**src/hdl/spq_pkg.sv**
```systemverilog
package spq_pkg;

  // Default number of queue slots.
  localparam int SPQ_CAPACITY = 16;
  // Width of a stored value and of a priority.
  localparam int DATA_W = 32;
  // One stored entry holds the priority above the value.
  localparam int ENTRY_W = 2 * DATA_W;

  // Result codes carried on the output tuser.
  typedef enum logic [1:0] {
    ST_INSERTED  = 2'd0,
    ST_DELETED   = 2'd1,
    ST_UNDERFLOW = 2'd2,
    ST_OVERFLOW  = 2'd3
  } status_t;

  // Operation codes carried on the input tuser.
  localparam logic FUNC_INSERT = 1'b0;
  localparam logic FUNC_DELETE = 1'b1;

  // Controller states.
  typedef enum logic [3:0] {
    S_IDLE,
    S_INS_RD,
    S_INS_CMP,
    S_INS_HEAD,
    S_DEL_RD,
    S_DEL_CAP,
    S_SH_RD,
    S_SH_WR,
    S_DONE
  } state_t;

  // Slot index pointer operations.
  typedef enum logic [2:0] {
    IDX_HOLD,
    IDX_ZERO,
    IDX_TAIL,
    IDX_INC,
    IDX_DEC
  } idx_op_t;

  // Write address relative to the slot index pointer.
  typedef enum logic [1:0] {
    WA_IDX,
    WA_NEXT,
    WA_PREV
  } wr_addr_sel_t;

  // Write data source: the new item or the entry just read.
  typedef enum logic {
    WS_ITEM,
    WS_SHIFT
  } wr_src_t;

  // Commands from the controller to the datapath.
  typedef struct packed {
    logic         load_item;
    idx_op_t      idx_op;
    logic         rd_en;
    logic         wr_en;
    wr_addr_sel_t wr_addr_sel;
    wr_src_t      wr_src;
    logic         cnt_inc;
    logic         cnt_dec;
    logic         capture_front;
    logic         status_we;
    status_t      status_code;
    logic         out_load;
  } spq_cmd_t;

  // Status from the datapath to the controller.
  typedef struct packed {
    logic empty;
    logic full;
    logic prio_gt;
    logic idx_zero;
    logic idx_last;
    logic out_free;
  } spq_stat_t;

endpackage

```
**src/hdl/spq_ram.sv**
```systemverilog
module spq_ram #(
  parameter int WIDTH = 64,
  parameter int DEPTH = 16
) (
  input  logic                     clk,
  input  logic                     wr_en,
  input  logic [$clog2(DEPTH)-1:0] wr_addr,
  input  logic [WIDTH-1:0]         wr_data,
  input  logic                     rd_en,
  input  logic [$clog2(DEPTH)-1:0] rd_addr,
  output logic [WIDTH-1:0]         rd_data
);

  logic [WIDTH-1:0] mem [DEPTH];
  logic [WIDTH-1:0] rd_data_r;

  // One write port and one registered read port.
  always_ff @(posedge clk) begin
    if (wr_en) begin
      mem[wr_addr] <= wr_data;
    end
    if (rd_en) begin
      rd_data_r <= mem[rd_addr];
    end
  end

  assign rd_data = rd_data_r;

endmodule

```
**src/hdl/spq_datapath.sv**
```systemverilog
module spq_datapath import spq_pkg::*; #(
  parameter int CAPACITY = SPQ_CAPACITY
) (
  input  logic                clk,
  input  logic                rst_n,
  input  logic [DATA_W-1:0]   in_value,
  input  logic [DATA_W-1:0]   in_prio,
  input  spq_cmd_t            cmd,
  output spq_stat_t           stat,
  input  logic                out_tready,
  output logic                out_tvalid,
  output status_t             out_status,
  output logic [DATA_W-1:0]   out_value,
  output logic [DATA_W-1:0]   out_prio
);

  localparam int AW = $clog2(CAPACITY);
  localparam int CW = $clog2(CAPACITY + 1);

  logic signed [DATA_W-1:0] item_value_r;
  logic signed [DATA_W-1:0] item_prio_r;
  logic [AW-1:0]            idx_r, idx_nxt;
  logic [CW-1:0]            count_r, count_nxt;
  logic [ENTRY_W-1:0]       front_r;
  status_t                  res_status_r;
  logic                     out_valid_r, out_valid_nxt;
  status_t                  out_status_r;
  logic [DATA_W-1:0]        out_value_r;
  logic [DATA_W-1:0]        out_prio_r;

  logic [AW-1:0]            wr_addr;
  logic [ENTRY_W-1:0]       wr_data;
  logic [ENTRY_W-1:0]       rd_data;
  logic signed [DATA_W-1:0] rd_prio;

  // Slot storage: priority in the upper half, value in the lower half.
  spq_ram #(
    .WIDTH (ENTRY_W),
    .DEPTH (CAPACITY)
  ) u_ram (
    .clk     (clk),
    .wr_en   (cmd.wr_en),
    .wr_addr (wr_addr),
    .wr_data (wr_data),
    .rd_en   (cmd.rd_en),
    .rd_addr (idx_r),
    .rd_data (rd_data)
  );

  // Write address and data selection.
  always_comb begin
    case (cmd.wr_addr_sel)
      WA_IDX:  wr_addr = idx_r;
      WA_NEXT: wr_addr = idx_r + AW'(1);
      WA_PREV: wr_addr = idx_r - AW'(1);
      default: wr_addr = idx_r;
    endcase
    if (cmd.wr_src == WS_ITEM) begin
      wr_data = {item_prio_r, item_value_r};
    end else begin
      wr_data = rd_data;
    end
  end

  // Slot index pointer.
  always_comb begin
    case (cmd.idx_op)
      IDX_HOLD: idx_nxt = idx_r;
      IDX_ZERO: idx_nxt = '0;
      IDX_TAIL: idx_nxt = count_r[AW-1:0] - AW'(1);
      IDX_INC:  idx_nxt = idx_r + AW'(1);
      IDX_DEC:  idx_nxt = idx_r - AW'(1);
      default:  idx_nxt = idx_r;
    endcase
  end

  // Fill count of the occupied prefix.
  always_comb begin
    count_nxt = count_r;
    if (cmd.cnt_inc) begin
      count_nxt = count_r + CW'(1);
    end else if (cmd.cnt_dec) begin
      count_nxt = count_r - CW'(1);
    end
  end

  // The output register empties on a taken beat and fills on a load.
  always_comb begin
    out_valid_nxt = out_valid_r;
    if (cmd.out_load) begin
      out_valid_nxt = 1'b1;
    end else if (out_tready) begin
      out_valid_nxt = 1'b0;
    end
  end

  always_ff @(posedge clk) begin
    if (!rst_n) begin
      count_r     <= '0;
      out_valid_r <= 1'b0;
    end else begin
      count_r     <= count_nxt;
      out_valid_r <= out_valid_nxt;
    end
  end

  // Payload registers.
  always_ff @(posedge clk) begin
    idx_r <= idx_nxt;
    if (cmd.load_item) begin
      item_value_r <= in_value;
      item_prio_r  <= in_prio;
    end
    if (cmd.capture_front) begin
      front_r <= rd_data;
    end
    if (cmd.status_we) begin
      res_status_r <= cmd.status_code;
    end
    if (cmd.out_load) begin
      out_status_r <= res_status_r;
      if (res_status_r == ST_DELETED) begin
        out_value_r <= front_r[DATA_W-1:0];
        out_prio_r  <= front_r[ENTRY_W-1:DATA_W];
      end else begin
        out_value_r <= '0;
        out_prio_r  <= '0;
      end
    end
  end

  // Status toward the controller.
  assign rd_prio        = rd_data[ENTRY_W-1:DATA_W];
  assign stat.empty     = (count_r == '0);
  assign stat.full      = (count_r == CW'(CAPACITY));
  assign stat.prio_gt   = (rd_prio > item_prio_r);
  assign stat.idx_zero  = (idx_r == '0);
  assign stat.idx_last  = ((CW'(idx_r) + CW'(1)) == count_r);
  assign stat.out_free  = !out_valid_r || out_tready;

  assign out_tvalid = out_valid_r;
  assign out_status = out_status_r;
  assign out_value  = out_value_r;
  assign out_prio   = out_prio_r;

endmodule

```
**src/hdl/spq_ctrl.sv**
```systemverilog
module spq_ctrl import spq_pkg::*; (
  input  logic      clk,
  input  logic      rst_n,
  input  logic      in_tvalid,
  input  logic      in_func,
  output logic      in_tready,
  input  spq_stat_t stat,
  output spq_cmd_t  cmd
);

  state_t state_r, state_nxt;

  // Next state.
  always_comb begin
    state_nxt = state_r;
    case (state_r)
      S_IDLE: begin
        if (in_tvalid) begin
          if (in_func == FUNC_INSERT) begin
            if (stat.full) begin
              state_nxt = S_DONE;
            end else if (stat.empty) begin
              state_nxt = S_INS_HEAD;
            end else begin
              state_nxt = S_INS_RD;
            end
          end else begin
            if (stat.empty) begin
              state_nxt = S_DONE;
            end else begin
              state_nxt = S_DEL_RD;
            end
          end
        end
      end
      S_INS_RD: state_nxt = S_INS_CMP;
      S_INS_CMP: begin
        if (!stat.prio_gt) begin
          state_nxt = S_DONE;
        end else if (stat.idx_zero) begin
          state_nxt = S_INS_HEAD;
        end else begin
          state_nxt = S_INS_RD;
        end
      end
      S_INS_HEAD: state_nxt = S_DONE;
      S_DEL_RD:   state_nxt = S_DEL_CAP;
      S_DEL_CAP: begin
        state_nxt = stat.idx_last ? S_DONE : S_SH_RD;
      end
      S_SH_RD: state_nxt = S_SH_WR;
      S_SH_WR: begin
        state_nxt = stat.idx_last ? S_DONE : S_SH_RD;
      end
      S_DONE: begin
        if (stat.out_free) begin
          state_nxt = S_IDLE;
        end
      end
      default: state_nxt = S_IDLE;
    endcase
  end

  always_ff @(posedge clk) begin
    if (!rst_n) begin
      state_r <= S_IDLE;
    end else begin
      state_r <= state_nxt;
    end
  end

  // Commands for each state.
  always_comb begin
    cmd             = '0;
    cmd.idx_op      = IDX_HOLD;
    cmd.wr_addr_sel = WA_IDX;
    cmd.wr_src      = WS_ITEM;
    cmd.status_code = ST_INSERTED;
    in_tready       = 1'b0;
    case (state_r)
      S_IDLE: begin
        in_tready     = 1'b1;
        cmd.load_item = in_tvalid;
        if (in_tvalid) begin
          if (in_func == FUNC_INSERT) begin
            if (stat.full) begin
              cmd.status_we   = 1'b1;
              cmd.status_code = ST_OVERFLOW;
            end else if (stat.empty) begin
              cmd.idx_op = IDX_ZERO;
            end else begin
              cmd.idx_op = IDX_TAIL;
            end
          end else begin
            if (stat.empty) begin
              cmd.status_we   = 1'b1;
              cmd.status_code = ST_UNDERFLOW;
            end else begin
              cmd.idx_op = IDX_ZERO;
            end
          end
        end
      end
      S_INS_RD: cmd.rd_en = 1'b1;
      S_INS_CMP: begin
        // Move a larger entry up one slot, or drop the new item in behind
        // the first entry that is not larger.
        cmd.wr_en       = 1'b1;
        cmd.wr_addr_sel = WA_NEXT;
        if (stat.prio_gt) begin
          cmd.wr_src = WS_SHIFT;
          if (!stat.idx_zero) begin
            cmd.idx_op = IDX_DEC;
          end
        end else begin
          cmd.wr_src      = WS_ITEM;
          cmd.cnt_inc     = 1'b1;
          cmd.status_we   = 1'b1;
          cmd.status_code = ST_INSERTED;
        end
      end
      S_INS_HEAD: begin
        cmd.wr_en       = 1'b1;
        cmd.wr_addr_sel = WA_IDX;
        cmd.wr_src      = WS_ITEM;
        cmd.cnt_inc     = 1'b1;
        cmd.status_we   = 1'b1;
        cmd.status_code = ST_INSERTED;
      end
      S_DEL_RD: cmd.rd_en = 1'b1;
      S_DEL_CAP: begin
        cmd.capture_front = 1'b1;
        if (stat.idx_last) begin
          cmd.cnt_dec     = 1'b1;
          cmd.status_we   = 1'b1;
          cmd.status_code = ST_DELETED;
        end else begin
          cmd.idx_op = IDX_INC;
        end
      end
      S_SH_RD: cmd.rd_en = 1'b1;
      S_SH_WR: begin
        // Move each entry down one slot toward the front.
        cmd.wr_en       = 1'b1;
        cmd.wr_addr_sel = WA_PREV;
        cmd.wr_src      = WS_SHIFT;
        if (stat.idx_last) begin
          cmd.cnt_dec     = 1'b1;
          cmd.status_we   = 1'b1;
          cmd.status_code = ST_DELETED;
        end else begin
          cmd.idx_op = IDX_INC;
        end
      end
      S_DONE: cmd.out_load = stat.out_free;
      default: cmd = '0;
    endcase
  end

endmodule

```
**src/hdl/sorted_priority_queue_unit.sv**
```systemverilog
// Sorted priority queue with a fixed number of slots (CAPACITY).
// Input channel: each beat is one operation. in_tuser[0] selects insert (0)
// or delete of the front entry (1); in_tdata carries the value and the
// priority of an insert and is ignored on a delete. Smaller priorities leave
// first; equal priorities leave in arrival order.
// Output channel: exactly one beat per operation, in order. out_tuser holds
// the status: inserted, deleted, underflow (delete on an empty queue) or
// overflow (insert on a full queue, dropped). out_tdata holds the removed
// value and priority on a delete and zeros otherwise.
// Sequencing: entries sit in a single-port-read RAM and are moved one slot at
// a time by a controller. An insert moves each larger entry up one slot from
// the tail and writes the new item behind the first entry that is not larger;
// a delete reads the front entry and moves every entry behind it down one slot.
// Overflow and underflow go straight to the result. One operation is in work at a time.
// The output is registered: a new input beat is taken while an earlier
// result still waits, and a stalled receiver holds the block in its final
// step until the result register frees.
// Reset (rst_n low, synchronous) empties the queue through the fill count;
// no clearing pass is needed and the block is ready in the next cycle.
module sorted_priority_queue_unit import spq_pkg::*; #(
  parameter int CAPACITY = SPQ_CAPACITY
) (
  input  logic               clk,
  input  logic               rst_n,
  input  logic               in_tvalid,
  output logic               in_tready,
  input  logic [ENTRY_W-1:0] in_tdata,   // item_value [31:0], item_priority [63:32]
  input  logic [0:0]         in_tuser,   // func [0]
  output logic               out_tvalid,
  input  logic               out_tready,
  output logic [ENTRY_W-1:0] out_tdata,  // removed_value [31:0], removed_priority [63:32]
  output logic [1:0]         out_tuser   // status [1:0]
);

  spq_cmd_t  cmd;
  spq_stat_t stat;
  status_t   out_status;

  // Sequencer for insert scans and delete shifts.
  spq_ctrl u_ctrl (
    .clk       (clk),
    .rst_n     (rst_n),
    .in_tvalid (in_tvalid),
    .in_func   (in_tuser[0]),
    .in_tready (in_tready),
    .stat      (stat),
    .cmd       (cmd)
  );

  // Slot storage, pointers and result register.
  spq_datapath #(
    .CAPACITY (CAPACITY)
  ) u_datapath (
    .clk        (clk),
    .rst_n      (rst_n),
    .in_value   (in_tdata[DATA_W-1:0]),
    .in_prio    (in_tdata[ENTRY_W-1:DATA_W]),
    .cmd        (cmd),
    .stat       (stat),
    .out_tready (out_tready),
    .out_tvalid (out_tvalid),
    .out_status (out_status),
    .out_value  (out_tdata[DATA_W-1:0]),
    .out_prio   (out_tdata[ENTRY_W-1:DATA_W])
  );

  assign out_tuser = out_status;

endmodule

```
**config.mk**
```make
export PLATFORM = sky130hd
export DESIGN_NAME = sorted_priority_queue_unit
export DESIGN_NICKNAME = d
export VERILOG_FILES = /design/src/hdl/spq_pkg.sv /design/src/hdl/spq_ram.sv /design/src/hdl/spq_datapath.sv /design/src/hdl/spq_ctrl.sv /design/src/hdl/sorted_priority_queue_unit.sv
export SDC_FILE = /design/constraint.sdc
export NUM_CORES = 1
export LEC_CHECK = 0
export BUFFER_PORTS_ARGS = -buffer_cell sky130_fd_sc_hd__buf_2
export CAP_MARGIN = 40
export CORE_MARGIN = 2
export CORE_UTILIZATION = 55
export CTS_BUF_LIST = sky130_fd_sc_hd__clkbuf_8
export DETAILED_ROUTE_END_ITERATION = 8
export GPL_TIMING_DRIVEN = 0
export MAX_ROUTING_LAYER = met4
export PLACE_DENSITY_LB_ADDON = 0.3
export SKIP_CTS_REPAIR_TIMING = 1
export SYNTH_ARGS = -nofsm -noshare
export SYNTH_HDL_FRONTEND = slang
export SYNTH_SLANG_ARGS = --single-unit
export TNS_END_PERCENT = 30
```
**constraint.sdc**
```tcl
create_clock -name clk -period 5.8 [get_ports clk]
set_input_delay 0 -clock clk [delete_from_list [all_inputs] [get_ports clk]]
set_output_delay 0 -clock clk [all_outputs]
set_load 0.05 [all_outputs]
```
[Yosys cells after proc, flatten, opt, wreduce, memory -nomap -nowiden]
Memory sizes are Yosys's and may differ from the RTL's. A register that Yosys moved wholly into a read port is not among the register bits.
Cells that the tools add are included.
W data, S select, Z words.
Operators by class
  add/subtract/negate cells: 6
  magnitude comparators: 1
  equal/unequal tests: 19
  mux-type cells: 46
  reductions and logical operators: 11
Operators by type and width (count)
  $mux W64: 1
  $mux W3: 11
  $gt A32 B32 Y1: 1
  $pmux W4 S8: 1
  $mux W4: 7
  $eq A4 B3 Y1 const B: 4
  $pmux W4 S4: 1
  $mux W1: 14
  $pmux W3 S4: 1
  $pmux W4 S3: 1
  $mux W5: 2
  $pmux W3 S3: 1
  $eq A4 B2 Y1 const B: 2
  $logic_not A4 Y1: 2
  $mux W2: 4
  $pmux W4 S2: 1
  $sub A4 B1 Y4 const B: 2
  $eq A3 B2 Y1 const B: 2
  $add A4 B1 Y5 const B: 1
  $add A5 B1 Y5 const B: 1
  $eq A5 B5 Y1: 1
  $eq A5 B5 Y1 const B: 1
  $logic_not A5 Y1: 1
  $sub A5 B1 Y5 const B: 1
  other kinds (17): 19
Word-level totals
  bits in registers: 210
  RAM bits: 1024
  input port bits: 69
  output and inout port bits: 68
  logic and storage cells: 95
  memories: 1
Memory list
  u_datapath.u_ram.mem: depth 16, width 64, rd ports 1, clocked after memory_dff 1, wr ports 1, RTL line spq_ram.sv:14  | logic [WIDTH-1:0] mem [DEPTH];

[Longest topological paths before layout]
  word-level depth: 8
  mapped depth: 15
  mapped depth without buffers: 15

[By module]
Synthesis repeated with hierarchy kept, for this count alone.
Unflattened totals
  cells, all modules: 2309
  area, all modules: 49424.9 sq um
By module, submodules not included
  spq_ram: instances 1, cells an instance 1647, area each 40222.3 sq um, sequential area each 32671.3 sq um
  spq_datapath: instances 1, cells an instance 600, area each 8743.4 sq um, sequential area each 6125.9 sq um
  spq_ctrl: instances 1, cells an instance 62, area each 459.2 sq um, sequential area each 80.1 sq um

[Worst setup path before layout]
Ideal clock, no wire load.
  path kind: register -> register
  start point: reg u_ctrl.state_r[2]
  end point: reg u_datapath.front_r[0], enable pin
  setup time: 0.564 ns
  data arrival time: 5.080 ns
  required time: 5.236 ns
  setup slack: 0.155 ns
  stages on the path, launching flop included: 4
  buffers on the path: 1
  clock period less this slack: 5.645 ns
  cell sequence: dfxtp_1 -> clkbuf_1 -> nand2_1 -> nor3_1
Between the ends
  word-level cells in the longest chain between the ends: 2
Ends and longest elaborated chain
  from (decl): RTL line spq_ctrl.sv:11  | state_t state_r, state_nxt;
  from (signal assigned): RTL line spq_ctrl.sv:68  | state_r <= state_nxt;
  $eq A4 B3 Y1: RTL line spq_ctrl.sv:80  | case (state_r)
  $mux W1: RTL line spq_ctrl.sv:80
  to (signal assigned): RTL line spq_datapath.sv:115  | front_r <= rd_data;
  to (decl): RTL line spq_datapath.sv:24  | logic [ENTRY_W-1:0] front_r;
No other way between the ends.
A chain may end at the register's enable or synchronous reset.

[Worst setup path after layout]
  start point: reg u_datapath.idx_r[1]
  end point: mem u_datapath.u_ram.mem[7][39], enable pin
Between the ends
  word-level cells in the longest chain between the ends: 2
  elaborated cells between the ends (all ways): 3
  classes of those cells: add/sub (2); mux (1)
Ends and longest elaborated chain
  from (decl): RTL line spq_datapath.sv:22  | logic [AW-1:0] idx_r, idx_nxt;
  from (signal assigned): RTL line spq_datapath.sv:109  | idx_r <= idx_nxt;
  $sub A4 B1 Y4 or $add A4 B1 Y4 (tied branches): RTL line spq_datapath.sv:55, spq_datapath.sv:54
  $pmux W4 S2 *: RTL line spq_datapath.sv:52  | case (cmd.wr_addr_sel)
  to (decl): RTL line spq_ram.sv:14
Mark *: on every way between the ends. The rest lies on a longest branch, timed or not.

==> out/qor.csv <==
metric;value;unit
number of maximum-capacitance violations;0;
dominant cell by count in the synthesized netlist;sky130_fd_sc_hd__edfxtp_1;
DP Area;53900;um^2
cell with the largest stage delay on the worst path;sky130_fd_sc_hd__clkbuf_1;
number of nets in the layout;2834;
synthesized area divided by synthesized cell count;23.1;um^2
transition time at the pin with the least slew margin;944;ps
Placeable Area;89700;um^2
clock transition at the register clock pins on the worst setup and hold paths after CTS;60;ps
Pwr Total;29.3;mW
sink count of the clock tree;1298;
post-DR wirelength/cell;28.3;um
total I/O pin count;137;
highest cell delay on the worst timing path;640;ps
clock tree from TritonCTS;done;
Top FF cell, synth;sky130_fd_sc_hd__edfxtp_1;
vias in the first global route;25100;
routability congestion estimate from global placement;0.829;
detail-routed via count per cell;6.05;
DRC;0;
largest fanout on the critical path;16;
Critical Path, Cell by Cell;clkbuf_1 > buf_8 > clkbuf_1 > clkbuf_1 > inv_1 > ha_1 > clkbuf_1 > nand2_1 > o22a_1 > o32ai_1 > nand2_1 > nor2_4 > buf_16 > buf_12 > buf_16 > buf_16;
Cell Area, Synth;49700;um^2
most used cell along the critical path;sky130_fd_sc_hd__clkbuf_1;
critical path's top delay family;buffers and inverters;
total clock buffers created by CTS;196;
critical path startpoint category;flop;
Die Span Y;305;um
final critical-path share of the clock period;0.938;
setup skew after layout;47.9;ps
number of optimization iterations in the first detailed-route pass;6;
post-layout util;0.655;
Seq/Total Area, Yosys;0.783;
async set or reset register ratio after synthesis;0;
Max H-tree Level;4;
worst min-delay path category;in -> reg;
net count after synthesis;2257;
routed via count;24500;
cell count after synthesis;2148;
sum of net half-perimeters after detailed placement;73600;um
synthesis-to-layout area growth;18.3;%
latest clock arrival within the worst-skew pair;870;ps
area share of the largest cell type after synthesis;0.779;
worst path buffer plus inverter count;10;
start-to-end type of the worst setup path;reg -> reg;
maximum clock path buffer count;3;
DRC violation total after the first TritonRoute iteration;2877;
library cell occupying the most area in the post-synthesis netlist;sky130_fd_sc_hd__edfxtp_1;
Initial Util;0.554;
Final min period;5440;ps
share of layout cells above drive strength 1;0.314;
Detail Route Antenna Nets;0;
width of the die;305;um
Clk Tree Root Cell;sky130_fd_sc_hd__clkbuf_8;
RSZ-0062 raised after global routing;no;
total of warnings raised by yosys;0;
Max IR drop VDD;0.000249;V
num rows;110;
Max Freq;184;MHz
P per Cell Area;498;nW/um^2
data required time of the worst path;6340;ps
number of max-slew violations in the final report;0;
TNS Setup;0;ps
post-layout instance area;58800;um^2
worst slew margin relative to its limit;0.371;
residual overflow from global routing;0;
total routing resource utilization after global routing;0.256;
Static Leakage;19.4;nW
cell types with the highest counts after synthesis;sky130_fd_sc_hd__edfxtp_1 (1288), sky130_fd_sc_hd__mux4_2 (320), sky130_fd_sc_hd__and2_1 (67);
number of buffers inserted by port buffering;136;
die outline area;92700;um^2
global-route wire length before repair;165000;um
maximum number of pins on one net before global-route repair;38;
Final Hold Fails;0;
endpoint type of the worst setup path;flop;
Final Routed Wirelength;115000;um
number of setup violations in the final report;0;
number of antenna violations at the first check in global routing;1;
result of the run;finished clean;
number of synthesized register bits;1298;
leading post-synthesis cells by cell area;sky130_fd_sc_hd__edfxtp_1 (78%), sky130_fd_sc_hd__mux4_2 (15%), sky130_fd_sc_hd__ha_1 (0.98%);
number of flops mapped to enable cells by yosys;1288;
Data arrival, critical path;5980;ps
Netlist cell types;58;
-- worst reg2reg max path, cell delays in order (launching register included) --
cell and delay, ps:
sky130_fd_sc_hd__edfxtp_1 380, sky130_fd_sc_hd__clkbuf_1 230, sky130_fd_sc_hd__buf_8 210, sky130_fd_sc_hd__clkbuf_1 660, sky130_fd_sc_hd__clkbuf_1 530, sky130_fd_sc_hd__inv_1 170, sky130_fd_sc_hd__ha_1 310, sky130_fd_sc_hd__clkbuf_1 340
sky130_fd_sc_hd__nand2_1 170, sky130_fd_sc_hd__o22a_1 220, sky130_fd_sc_hd__o32ai_1 120, sky130_fd_sc_hd__nand2_1 300, sky130_fd_sc_hd__nor2_4 640, sky130_fd_sc_hd__buf_16 260, sky130_fd_sc_hd__buf_12 210, sky130_fd_sc_hd__buf_16 200
sky130_fd_sc_hd__buf_16 180
-- cells in the final DEF (no fill, tap or decap), types with 5 or more instances in the layout --
| cell | netlist | layout |
|---|---|---|
| sky130_fd_sc_hd__buf_4 | 0 | 7 |
| sky130_fd_sc_hd__nand4_1 | 9 | 9 |
| sky130_fd_sc_hd__mux2_4 | 20 | 20 |
| sky130_fd_sc_hd__clkinv_2 | 0 | 23 |
| sky130_fd_sc_hd__mux4_2 | 320 | 320 |
| sky130_fd_sc_hd__a21oi_1 | 21 | 21 |
| sky130_fd_sc_hd__nor2_4 | 0 | 17 |
| sky130_fd_sc_hd__buf_16 | 0 | 23 |
| sky130_fd_sc_hd__nand2_1 | 30 | 30 |
| sky130_fd_sc_hd__buf_12 | 0 | 35 |
| sky130_fd_sc_hd__nand2b_1 | 7 | 7 |
| sky130_fd_sc_hd__nor3_1 | 20 | 19 |
| sky130_fd_sc_hd__buf_1 | 27 | 27 |
| sky130_fd_sc_hd__mux2_1 | 6 | 6 |
| sky130_fd_sc_hd__dfxtp_1 | 10 | 10 |
| sky130_fd_sc_hd__clkbuf_1 | 58 | 57 |
| sky130_fd_sc_hd__dlygate4sd3_1 | 0 | 135 |
| sky130_fd_sc_hd__xnor2_1 | 11 | 11 |
| sky130_fd_sc_hd__and2_1 | 67 | 67 |
| sky130_fd_sc_hd__buf_8 | 0 | 24 |
| sky130_fd_sc_hd__o21ai_0 | 10 | 10 |
| sky130_fd_sc_hd__ha_1 | 39 | 39 |
| sky130_fd_sc_hd__a21o_1 | 5 | 5 |
| sky130_fd_sc_hd__edfxtp_1 | 1288 | 1288 |
| sky130_fd_sc_hd__clkbuf_8 | 0 | 197 |
| sky130_fd_sc_hd__clkinv_1 | 0 | 46 |
| sky130_fd_sc_hd__mux2_2 | 38 | 38 |
| sky130_fd_sc_hd__inv_1 | 42 | 98 |
| sky130_fd_sc_hd__inv_6 | 0 | 5 |
| sky130_fd_sc_hd__nor2_1 | 36 | 19 |
| sky130_fd_sc_hd__nor2b_1 | 6 | 6 |
| sky130_fd_sc_hd__buf_6 | 6 | 23 |
| sky130_fd_sc_hd__nand3_1 | 7 | 7 |
| sky130_fd_sc_hd__buf_2 | 6 | 143 |
-- power breakdown --
group	total, mW	internal, mW	switching, mW	leakage (nW)
logic	9.21	3.88	5.33	5.64
clock network	6.78	3.32	3.46	2.00
registers	13.3	12.8	0.504	11.7
-- cells by family (layout without fill, tap and decap cells) --
group / count (synthesis) / in the layout / synth area share
simple gates: 195 / 195 / 0.0207
compound gates: 73 / 73 / 0.0102
flops: 1298 / 1298 / 0.783
xor+xnor: 15 / 15 / 0.00280
fa+ha+maj: 40 / 40 / 0.0102
buf+inv: 139 / 861 / 0.0116
mux: 388 / 388 / 0.162
other cells: 0 / 3 / 0
-- path summary, 6_finish.rpt --
check	start	endpoint	slack, ps	cells after the start
worst max-delay path	u_datapath.idx_r[1]$_DFFE_PP_	u_datapath.u_ram.mem[7][39]$_DFFE_PP_	360	16
worst max register to register	u_datapath.idx_r[1]$_DFFE_PP_	u_datapath.u_ram.mem[7][39]$_DFFE_PP_	360	16
worst min-delay path	rst_n	u_datapath.count_r[0]$_SDFFE_PN0P_	60	4
worst min register to register	u_datapath.u_ram.rd_data[2]$_DFFE_PP_	u_datapath.front_r[2]$_DFFE_PP_	450	0
-- layout make-up --
type                    count  area, um^2
repair buffers            379        3990
inverters                  42         160
fillers                  5567       31000
diodes                      3        7.51
multi-input cells         711       10400
flip-flops and latches   1298       38900
plain buffers              97         418
well taps                1176        1470
clock inverters           146         786
clock buffers             197        2710
-- flip-flops by register name (all words and copies together), names as in the netlist, 5 cells and up --
name and flops:
u_datapath.u_ram.rd_data 64, u_datapath.out_prio 32, u_datapath.out_value 32, u_datapath.u_ram.mem 1024, u_datapath.item_value_r 32, u_datapath.item_prio_r 32, u_datapath.count_r 5, u_datapath.front_r 64
-- stage by stage --
stage | worst slack (ps) | hold WS (ps) | instances
floorplan | 155 | 98.9 | 2148
global placement | -4720 | 177 | 3460
detailed placement | 468 | 178 | 3567
CTS | 430 | -771 | 3910
global route | 116 | 52.2 | 4048
finish | 358 | 56.1 | 4049
-- per-layer routing --
layer	GRT usage	vias to the layer above	share of wire
li1	-	10200	-
met1	0.343	12900	0.39
met2	0.411	1210	0.51
met3	0.0446	208	0.080
met4	0.0779	0	0.023
met5	-	-	0
Note: power is estimated with default switching activity, not from simulation.
